--- src/design/wrv_pkg.sv ---
`default_nettype none
package wrv_pkg;

  typedef struct packed {
    logic [7:0] data_byte;
    logic       first_byte;
    logic       end_of_stream;
  } in_item_t;

  typedef struct packed {
    logic [1:0] verdict;
    logic [3:0] reason;
  } out_item_t;

  localparam logic [1:0] VerdictValid = 2'd0;
  localparam logic [1:0] VerdictTrunc = 2'd1;
  localparam logic [1:0] VerdictBad   = 2'd2;

  localparam logic [3:0] RsnOk        = 4'd0;
  localparam logic [3:0] RsnSmall     = 4'd1;
  localparam logic [3:0] RsnHdrShort  = 4'd2;
  localparam logic [3:0] RsnMagic     = 4'd3;
  localparam logic [3:0] RsnRiffSmall = 4'd4;
  localparam logic [3:0] RsnRiffBig   = 4'd5;
  localparam logic [3:0] RsnChkShort  = 4'd6;
  localparam logic [3:0] RsnChkEnd    = 4'd7;
  localparam logic [3:0] RsnFmtSmall  = 4'd8;
  localparam logic [3:0] RsnFmtShort  = 4'd9;
  localparam logic [3:0] RsnFmtBad    = 4'd10;
  localparam logic [3:0] RsnDataFirst = 4'd11;
  localparam logic [3:0] RsnProbe     = 4'd12;
  localparam logic [3:0] RsnNone      = 4'd13;

  localparam logic [0:0] CfgFileSize   = 1'd0;
  localparam logic [0:0] CfgProbeLimit = 1'd1;

  localparam logic [31:0] TagFmt  = 32'h2074_6D66;
  localparam logic [31:0] TagData = 32'h6174_6164;
  localparam logic [31:0] MagicRiff = 32'h4646_4952;
  localparam logic [31:0] MagicWave = 32'h4556_4157;

endpackage
`default_nettype wire

--- src/design/wrv_fifo.sv ---
`default_nettype none
module wrv_fifo import wrv_pkg::*; (
  input  wire logic     clk_i,
  input  wire logic     rst_ni,
  input  wire logic     wr_valid_i,
  output logic          wr_ready_o,
  input  wire in_item_t wr_data_i,
  output logic          rd_valid_o,
  input  wire logic     rd_ready_i,
  output in_item_t      rd_data_o
);
  // Two-entry queue; full throughput with registered ready.
  in_item_t  mem_q [2];
  logic      wp_q, rp_q;
  logic [1:0] cnt_q;
  logic wr, rd;

  assign wr_ready_o = (cnt_q != 2'd2);
  assign rd_valid_o = (cnt_q != 2'd0);
  assign rd_data_o  = mem_q[rp_q];
  assign wr = wr_valid_i && wr_ready_o;
  assign rd = rd_valid_o && rd_ready_i;

  always_ff @(posedge clk_i) begin
    if (wr) mem_q[wp_q] <= wr_data_i;
  end

  always_ff @(posedge clk_i or negedge rst_ni) begin
    if (!rst_ni) begin
      wp_q <= 1'b0;
      rp_q <= 1'b0;
      cnt_q <= 2'd0;
    end else begin
      if (wr) wp_q <= ~wp_q;
      if (rd) rp_q <= ~rp_q;
      cnt_q <= cnt_q + {1'b0, wr} - {1'b0, rd};
    end
  end
endmodule
`default_nettype wire

--- src/design/wrv_parser.sv ---
`default_nettype none
module wrv_parser import wrv_pkg::*; (
  input  wire logic        clk_i,
  input  wire logic        rst_ni,
  input  wire logic [35:0] file_size_i,
  input  wire logic [24:0] probe_limit_i,
  input  wire logic        in_valid_i,
  output logic             in_ready_o,
  input  wire in_item_t    in_data_i,
  output logic             out_valid_o,
  input  wire logic        out_ready_i,
  output out_item_t        out_data_o
);
  localparam logic [2:0] PhIdle = 3'd0;
  localparam logic [2:0] PhHead = 3'd1;
  localparam logic [2:0] PhChdr = 3'd2;
  localparam logic [2:0] PhFmt  = 3'd3;
  localparam logic [2:0] PhSkip = 3'd4;
  localparam logic [2:0] PhChk  = 3'd5; // chunk header just completed
  localparam logic [2:0] PhFchk = 3'd6; // fmt body just completed
  localparam logic [2:0] PhMul  = 3'd7; // byte rate product being checked

  logic [2:0]  ph_q, ph_d;
  logic [33:0] off_q, off_d, rend_q, rend_d, next_q, next_d;
  logic [31:0] len_q, len_d, tag_q, tag_d;
  logic [3:0]  pos_q, pos_d;
  logic [7:0]  fb_q [16];
  logic        fseen_q, fseen_d, magic_q, magic_d;
  logic        eos_q, eos_d;
  logic        ov_q, ov_d;
  out_item_t   od_q, od_d;
  logic        fbok_q, fbok_d;
  logic [47:0] prod_q;

  // No byte is accepted during the post-processing phases.
  logic busy;
  assign busy = (ph_q == PhChk) || (ph_q == PhFchk) || (ph_q == PhMul);
  assign in_ready_o  = !busy && (!ov_q || out_ready_i);
  assign out_valid_o = ov_q;
  assign out_data_o  = od_q;

  logic acc;
  assign acc = in_valid_i && in_ready_o;

  logic [33:0] wend;
  assign wend = (rend_q < {9'd0, probe_limit_i}) ? rend_q : {9'd0, probe_limit_i};

  logic [15:0] code, chans, align, bits;
  logic [31:0] rate, brate;
  assign code  = {fb_q[1], fb_q[0]};
  assign chans = {fb_q[3], fb_q[2]};
  assign rate  = {fb_q[7], fb_q[6], fb_q[5], fb_q[4]};
  assign brate = {fb_q[11], fb_q[10], fb_q[9], fb_q[8]};
  assign align = {fb_q[13], fb_q[12]};
  assign bits  = {fb_q[15], fb_q[14]};

  always_comb begin
    logic [7:0] d;
    logic       emit;
    logic [1:0] v;
    logic [3:0] r;
    logic [34:0] re;
    logic [17:0] exp_align;
    logic [34:0] n8;
    d = in_data_i.data_byte;
    emit = 1'b0; v = VerdictValid; r = RsnOk;
    ph_d = ph_q; off_d = off_q; rend_d = rend_q; next_d = next_q;
    len_d = len_q; tag_d = tag_q; pos_d = pos_q; fseen_d = fseen_q;
    magic_d = magic_q; eos_d = eos_q; fbok_d = fbok_q;
    re = '0; n8 = '0;
    exp_align = {16'd0, chans[1:0]} * {5'd0, bits[15:3]};
    ov_d = ov_q && !out_ready_i;
    od_d = od_q;

    if (busy) begin
      case (ph_q)
        PhChk: begin
          ph_d = PhChdr;
          if (next_q > rend_q || {2'd0, next_q} > file_size_i) begin
            emit = 1'b1; v = VerdictTrunc; r = RsnChkEnd;
          end else if (tag_q == TagFmt) begin
            if (len_q < 32'd16) begin
              emit = 1'b1; v = VerdictBad; r = RsnFmtSmall;
            end else begin
              ph_d = PhFmt; pos_d = '0;
            end
          end else if (tag_q == TagData) begin
            emit = 1'b1;
            if (!fseen_q) begin v = VerdictBad; r = RsnDataFirst; end
          end else begin
            ph_d = PhIdle; // resolved below
          end
        end
        PhFchk: begin
          fbok_d = (code == 16'd1 || code == 16'd3) && (chans == 16'd1 || chans == 16'd2)
                   && rate != 32'd0 && bits != 16'd0 && bits[2:0] == 3'd0
                   && {2'd0, align} == exp_align;
          ph_d = PhMul;
        end
        default: begin // PhMul
          if (!fbok_q || prod_q[47:32] != 16'd0 || prod_q[31:0] != brate) begin
            emit = 1'b1; v = VerdictBad; r = RsnFmtBad;
          end else begin
            fseen_d = 1'b1; ph_d = PhIdle;
          end
        end
      endcase
      // Common end-of-chunk handling for a plain chunk or a good fmt body.
      if (!emit && ph_d == PhIdle) begin
        n8 = {1'b0, next_q} + 35'd8;
        if (next_q > wend) begin
          emit = 1'b1; v = VerdictBad; r = RsnProbe;
        end else if (n8 > {1'b0, wend}) begin
          emit = 1'b1; v = VerdictBad; r = RsnNone;
        end else if (off_q == next_q) begin
          ph_d = PhChdr; pos_d = '0; tag_d = '0; len_d = '0;
        end else ph_d = PhSkip;
      end
      // The fmt fields are judged before an early end is reported.
      if (!emit && eos_q && ph_q != PhFchk) begin
        emit = 1'b1; v = VerdictTrunc;
        r = (ph_d == PhFmt) ? RsnFmtShort : RsnChkShort;
      end
      if (emit) ph_d = PhIdle;
    end else if (acc) begin
      eos_d = in_data_i.end_of_stream;
      if (in_data_i.first_byte) begin
        off_d = '0; rend_d = '0; next_d = '0; len_d = '0; tag_d = '0; pos_d = '0;
        fseen_d = 1'b0; magic_d = 1'b1; ph_d = PhHead;
        if (file_size_i < 36'd12) begin
          emit = 1'b1; v = VerdictTrunc; r = RsnSmall; ph_d = PhIdle;
        end
      end
      if (!emit && ph_d != PhIdle) begin
        off_d = off_d + 34'd1;
        case (ph_d)
          PhHead: begin
            if (pos_d < 4'd4) begin
              if (d != MagicRiff[8*pos_d[1:0] +: 8]) magic_d = 1'b0;
            end else if (pos_d < 4'd8) len_d[8*pos_d[1:0] +: 8] = d;
            else if (d != MagicWave[8*pos_d[1:0] +: 8]) magic_d = 1'b0;
            pos_d = pos_d + 4'd1;
            if (pos_d == 4'd12) begin
              re = {3'd0, len_d} + 35'd8;
              if (!magic_d) begin emit = 1'b1; v = VerdictBad; r = RsnMagic; end
              else if (re < 35'd12) begin emit = 1'b1; v = VerdictBad; r = RsnRiffSmall; end
              else if ({1'b0, re} > file_size_i) begin
                emit = 1'b1; v = VerdictTrunc; r = RsnRiffBig;
              end else begin
                rend_d = re[33:0]; next_d = 34'd12;
                if ((re[33:0] < {9'd0, probe_limit_i} ? re[33:0] : {9'd0, probe_limit_i})
                    < 34'd20) begin
                  emit = 1'b1; v = VerdictBad; r = RsnNone;
                end else begin
                  ph_d = PhChdr; pos_d = '0; tag_d = '0; len_d = '0;
                end
              end
            end
          end
          PhChdr: begin
            if (pos_d < 4'd4) tag_d[8*pos_d[1:0] +: 8] = d;
            else len_d[8*pos_d[1:0] +: 8] = d;
            pos_d = pos_d + 4'd1;
            if (pos_d == 4'd8) ph_d = PhChk;
          end
          PhFmt: begin
            pos_d = pos_d + 4'd1;
            if (pos_d == 4'd0) ph_d = PhFchk;
          end
          default: begin // PhSkip
            if (off_d >= next_q) begin
              ph_d = PhChdr; pos_d = '0; tag_d = '0; len_d = '0;
            end
          end
        endcase
        // Chunk end is computed from the updated length.
        if (ph_d == PhChk)
          next_d = next_q + 34'd8 + {2'd0, len_d} + {33'd0, len_d[0]};
        if (!emit && ph_d != PhChk && ph_d != PhFchk && in_data_i.end_of_stream) begin
          emit = 1'b1; v = VerdictTrunc;
          r = (ph_d == PhHead) ? RsnHdrShort : (ph_d == PhFmt) ? RsnFmtShort : RsnChkShort;
        end
        if (emit) ph_d = PhIdle;
      end
    end
    if (emit) begin
      ov_d = 1'b1; od_d.verdict = v; od_d.reason = r;
    end
  end

  always_ff @(posedge clk_i) begin
    if (acc && ph_q == PhFmt && !in_data_i.first_byte) fb_q[pos_q] <= in_data_i.data_byte;
    prod_q <= {16'd0, rate} * {32'd0, align};
    od_q <= od_d;
  end

  always_ff @(posedge clk_i or negedge rst_ni) begin
    if (!rst_ni) begin
      ph_q <= PhIdle; off_q <= '0; rend_q <= '0; next_q <= '0; len_q <= '0;
      tag_q <= '0; pos_q <= '0; fseen_q <= 1'b0; magic_q <= 1'b1; eos_q <= 1'b0;
      ov_q <= 1'b0; fbok_q <= 1'b0;
    end else begin
      ph_q <= ph_d; off_q <= off_d; rend_q <= rend_d; next_q <= next_d; len_q <= len_d;
      tag_q <= tag_d; pos_q <= pos_d; fseen_q <= fseen_d; magic_q <= magic_d;
      eos_q <= eos_d; ov_q <= ov_d; fbok_q <= fbok_d;
    end
  end
endmodule
`default_nettype wire

--- src/design/wav_riff_header_validator_unit.sv ---
`default_nettype none
// RIFF/WAVE header checker. File bytes enter one per transfer through a
// two-entry queue; the parser consumes one byte per cycle unless a stalled
// verdict holds it, and pauses after each chunk header (chunk limit compares)
// and after the 16 fmt bytes (field checks, then the byte-rate multiply).
// At most one verdict per file is presented on the output register; bytes
// after it are dropped until the next first byte.
module wav_riff_header_validator_unit import wrv_pkg::*; (
  input  wire logic        clk_i,
  input  wire logic        rst_ni,
  input  wire logic        cfg_we_i,
  input  wire logic [0:0]  cfg_index_i,
  input  wire logic [35:0] cfg_data_i,
  input  wire logic        in_valid_i,
  output logic             in_ready_o,
  input  wire in_item_t    in_data_i,
  output logic             out_valid_o,
  input  wire logic        out_ready_i,
  output out_item_t        out_data_o
);
  logic [35:0] file_size_q;
  logic [24:0] probe_limit_q;
  logic        q_valid, q_ready;
  in_item_t    q_data;

  always_ff @(posedge clk_i or negedge rst_ni) begin
    if (!rst_ni) begin
      file_size_q <= '0;
      probe_limit_q <= 25'd65536;
    end else if (cfg_we_i) begin
      case (cfg_index_i)
        CfgFileSize:   file_size_q <= cfg_data_i;
        CfgProbeLimit: probe_limit_q <= cfg_data_i[24:0];
        default: ;
      endcase
    end
  end

  wrv_fifo u_fifo (
    .clk_i, .rst_ni,
    .wr_valid_i(in_valid_i), .wr_ready_o(in_ready_o), .wr_data_i(in_data_i),
    .rd_valid_o(q_valid), .rd_ready_i(q_ready), .rd_data_o(q_data)
  );

  wrv_parser u_parser (
    .clk_i, .rst_ni,
    .file_size_i(file_size_q), .probe_limit_i(probe_limit_q),
    .in_valid_i(q_valid), .in_ready_o(q_ready), .in_data_i(q_data),
    .out_valid_o, .out_ready_i, .out_data_o
  );

`ifndef SYNTHESIS
  a_out_hold: assert property (@(posedge clk_i) disable iff (!rst_ni)
    out_valid_o && !out_ready_i |=> out_valid_o && $stable(out_data_o))
    else $error("result changed while stalled");
  a_verdict_range: assert property (@(posedge clk_i) disable iff (!rst_ni)
    out_valid_o |-> out_data_o.verdict != 2'd3 && out_data_o.reason <= RsnNone)
    else $error("bad result code");
`endif
endmodule
`default_nettype wire
--- config.mk ---
export PLATFORM = sky130hd
export DESIGN_NAME = wav_riff_header_validator_unit
export DESIGN_NICKNAME = d
export VERILOG_FILES = /design/src/design/wrv_pkg.sv /design/src/design/wrv_fifo.sv /design/src/design/wrv_parser.sv /design/src/design/wav_riff_header_validator_unit.sv
export SDC_FILE = /design/constraint.sdc
export NUM_CORES = 2
export LEC_CHECK = 0
export ABC_AREA = 1
export BUFFER_PORTS_ARGS = -buffer_cell sky130_fd_sc_hd__buf_2
export CORE_ASPECT_RATIO = 1.75
export CORE_UTILIZATION = 52
export CTS_CLUSTER_SIZE = 14
export DETAILED_ROUTE_END_ITERATION = 8
export PLACE_DENSITY = 0.65
export SKIP_CTS_REPAIR_TIMING = 1
export SLEW_MARGIN = 20
export SYNTH_ARGS = -nofsm -noshare
export SYNTH_HDL_FRONTEND = slang
export SYNTH_HIERARCHICAL = 1
export SYNTH_SLANG_ARGS = --single-unit
--- constraint.sdc ---
create_clock -name clk_i -period 17.4 [get_ports clk_i]
set_input_delay 0.87 -clock clk_i [delete_from_list [all_inputs] [get_ports clk_i]]
set_output_delay 0.87 -clock clk_i [all_outputs]
set_load 0.01 [all_outputs]
==> summary.md <==
| Metric | Value |
|---|---|
| Initial Utilization | `52.6%` |
| Final HPWL DP | `153,000 um` |
| R2R Path Start | `u_fifo/rp_q` |
| Max-capacitance violation count | `0` |
| Cell Rows | `roughly 150` |
| CTS root buf | `clkbuf_16` |
| Worst Hold Slack | `0.176 ns` |
| Logic gate share of total power | `between 60 and 70%` |
| DRT Pass-1 Iters | `9` |
| Most common cell on crit path | `nand2_1` |
| Fin util | `a little under three fifths` |
| Placer congestion estimate | `1.07` |
| Largest net degree at the start of global routing | `80` |
| Multi-input gate area | `0.0336 mm^2` |
| Post-route clock period utilization | `75.1%` |
| Drt total wl | `194,000 um` |
| Clock buffer depth | `3` |
| Main synth FF type | `dfrtp_1` |
| Vias in the first global route | `48,300` |
| Setup violators final | `0` |
| Synth async-reset ratio | `54.7%` |
| Startpoint type of the worst setup path | `register` |
| Switching pwr | `around 4.9 mW` |
| Reg clk slew, reported paths | `0.07 ns` |
| Post-route DRC | `7` |
| Post-route ant nets | `0` |
| Total gr overflow | `0` |
| H-tree levels | `2` |
| Worst min path class | `in -> async` |
| Failing checks | `DRC` |
| Worst-skew pair later-pin latency | `0.66 ns` |
| Achievable Freq | `0.0765 GHz` |
| Cell Area, Placed | `~0.052 mm^2` |
| #FFs+latches synth | `around 440` |
| Final Power | `8.36 mW` |
| Distinct cells, synth | `73` |
| Worst R2R Setup Slack | `roughly 4.3 ns` |
| Share of cells above drive strength 1 | `slightly above 5%` |
| CTS tree | `built` |
| Clock share of power | `12.0%` |
| I/O Buffers | `59` |
| R2R depth | `56` |
| CP endpoint | `u_parser/next_q[31]` |
| Initial antenna violation count | `2` |
| Status | `complete, but fails checks` |
| Post-route cell area | `roughly 0.054 mm^2` |
| Max Fanout on Critical Path | `35` |
| Vias | `47,100` |
| Setup_tns | `0 ns` |
| DR WL/cell | `24.1 um` |
| Die area | `0.0994 mm^2` |
| # fillers | `9,481` |
| RSZ-0062 raised after global routing | `no` |
| Worst VDD drop | `0.000149 V` |
| Area Growth Syn to Fin | `5.53%` |
| Total GRT Usage | `roughly 40%` |
| Data required, critical path | `roughly 18 ns` |
| Internal power | `around 3.5 mW` |
| Crit Path Class | `reg -> reg` |
| Final Hold Vio Count | `0` |
| Synth warn | `6` |
| Max incr delay on CP | `0.76 ns` |
| Post-synth EDFFs | `153` |
| CTS Buf Count | `45` |
| Die Y-Extent | `416 um` |
| Register area share after synthesis | `22.8%` |
| Switch share | `58.3%` |
| Clock Skew | `0.0474 ns` |
| DRT iter0 DRCs | `3,272` |
| Average cell area after synthesis | `7.49 um^2` |
| CTS sink cnt | `444` |
| Sequential power share | `20.0%` |
| Reg2reg end | `u_parser/next_q[31]` |
| Leakage | `about 27 nW` |
| Max Slew Vio Count | `0` |
| Period minus WS final | `13.07 ns` |
| I/O pin cnt | `60` |
| Nets@finish | `about 7,700` |
| Netlist Area Pre-Place | `0.0510 mm^2` |
| Slew HR | `9.68%` |
| First-pass GRT wire length | `between 200,000 and 300,000 um` |
| Worst path slowest cell | `nor2_1` |
| Worst setup startpoint | `u_fifo/rp_q` |
| CP endpoint kind | `register` |
| CP Data Arrival Time | `13.57 ns` |
| Pwr dens | `155 mW/mm^2` |
| Sequential cell area | `0.0116 mm^2` |
| Synthesized instance count | `6,814` |
| Placeable Area | `just under 0.1 mm^2` |
| DR vias/cell | `5.84` |
| Worst Tran Pin Value | `1.34 ns` |
| Horiz. Die Dim | `239 um` |
-- how the worst min path moves through the flow --
| stage | to | cells past startpoint |
|---|---|---|
| 6_report | file_size_q[2] | 1 |
| 5_1_grt | file_size_q[3] | 1 |
| 4_1_cts | file_size_q[2] | 1 |
| 3_5_place_dp | probe_limit_q[13] | 2 |
| 3_3_place_gp | probe_limit_q[16] | 2 |
| 2_1_floorplan | file_size_q[1] | 2 |
-- cell usage after synthesis (7+ instances only) --
| cell type | n | share of area [%] |
|---|---|---|
| nor3b_1 | 7 | 0.10 |
| buf_4 | 15 | 0.22 |
| buf_6 | 18 | 0.40 |
| nor2_4 | 7 | 0.15 |
| nand3b_1 | 25 | 0.37 |
| o22ai_2 | 25 | 0.61 |
| o22ai_1 | 49 | 0.60 |
| inv_1 | 1162 | 8.5 |
| nor2_1 | 431 | 3.2 |
| clkbuf_1 | 233 | 1.7 |
| o211ai_1 | 31 | 0.46 |
| o21ai_1 | 47 | 0.46 |
| nor4_1 | 79 | 0.97 |
| inv_2 | 19 | 0.14 |
| o21ai_0 | 351 | 3.4 |
| nand2_1 | 1694 | 12 |
| nor3_1 | 57 | 0.56 |
| xnor2_1 | 49 | 0.84 |
| a21oi_1 | 429 | 4.2 |
| fa_1 | 421 | 17 |
| a211oi_1 | 20 | 0.29 |
| o221ai_1 | 22 | 0.38 |
| ha_1 | 458 | 11 |
| nor2_2 | 20 | 0.25 |
| o31ai_1 | 11 | 0.16 |
| xor2_1 | 118 | 2.0 |
| nand2_2 | 14 | 0.17 |
| buf_2 | 35 | 0.34 |
| o21bai_1 | 12 | 0.18 |
| nand3_1 | 237 | 2.3 |
| a31oi_1 | 17 | 0.21 |
| nand2_4 | 8 | 0.18 |
| edfxtp_1 | 153 | 9.0 |
| nand4_1 | 133 | 1.6 |
| dfxtp_1 | 48 | 1.9 |
| dfrtp_1 | 241 | 12 |
| o2111ai_1 | 22 | 0.38 |
-- cells in the final DEF, fill, tap and decap left out, types with 11 or more instances in the layout --
cell	instances
nand2_1	1691
inv_1	1160
ha_1	458
nor2_1	428
a21oi_1	428
fa_1	421
o21ai_0	351
dfrtp_1	241
nand3_1	237
edfxtp_1	153
nand4_1	133
xor2_1	118
buf_4	93
nor4_1	78
buf_2	58
nor3_1	57
o22ai_1	49
xnor2_1	49
dfxtp_1	48
o21ai_1	47
clkbuf_16	46
o211ai_1	31
nand3b_1	25
o22ai_2	25
nor2_2	23
o2111ai_1	22
o221ai_1	21
inv_2	20
a211oi_1	20
conb_1	18
a31oi_1	17
clkbuf_1	14
nand2_2	14
o21bai_1	12
nand2_4	11
o31ai_1	11
-- layer usage --
metal / vias to the layer above / GRT usage [%] / routed length [um]
met5: - / 0 / 0
met4: 0 / 39.0 / 23000
met3: 809 / 5.59 / 10200
met2: 1877 / 71.6 / 99100
met1: 22700 / 37.8 / 62000
li1: 21700 / - / -
-- cells by family after synthesis --
kind of cell / share of synthesized area [%]
xor gates and xnor gates: 2.87
other: 0.00735
buffers and inverters: 11.6
AOI/OAI and AO/OA: 12.3
adders and majority gates: 27.8
and+or+nand+nor: 22.7
DFF: 22.8
-- flip-flops by register name (all words and copies together) (netlist names) --
name and cells:
u_parser/fb_q 127, u_parser/prod_q 48, file_size_q 36, u_parser/next_q 34, u_parser/off_q 34, u_parser/rend_q 34, u_parser/len_q 32, u_parser/tag_q 32
probe_limit_q 25, u_fifo/mem_q 20, u_parser/out_data_o 6, u_parser/pos_q 4, u_parser/ph_q 3, u_fifo/cnt_q 2, u_fifo/rp_q 1, u_fifo/wp_q 1
u_parser/eos_q 1, u_parser/fbok_q 1, u_parser/fseen_q 1, u_parser/magic_q 1, u_parser/out_valid_o 1
-- area by class of cell --
| type | count | area share (%) |
|---|---|---|
| clock buffers | 65 | 2.36 |
| repair buffers | 153 | 1.89 |
| well taps | 1300 | 3.02 |
| clock inverters | 16 | 0.351 |
| inverters | 1188 | 8.32 |
| multi-input cells | 4889 | 62.4 |
| diodes | 3 | 0.0139 |
| flip-flops and latches | 444 | 21.6 |
-- critical path: cells and delay by family, from the launching register on --
family                   cells  cell delay [ns]
adder cells (fa/ha/maj)      5             1.77
flip-flops                   1             0.57
AO/OA/AOI/OAI               18             3.92
buffers and inverters       10             2.19
XOR/XNOR                     2             0.64
AND/OR/NAND/NOR             21             3.79
-- power groups by stage --
stage | Sequential [mW] | Clock, mW | Combinational (mW)
floorplan | 1.57 | 0 | 3.58
global placement | 1.67 | 0 | 5.48
detailed placement | 1.67 | 0 | 5.51
CTS | 1.66 | 1.03 | 5.53
global route | 1.68 | 1.06 | 6.13
finish | 1.67 | 1.00 | 5.68
-- stage by stage --
stage / instances / setup slack, ns
2_1_floorplan: 6831 / 8.76
3_3_place_gp: 7973 / 4.73
3_5_place_dp: 7973 / 4.49
4_1_cts: 8054 / 4.46
5_1_grt: 8056 / 3.43
6_report: 8058 / 4.33
(Power assumes the default switching activity.)
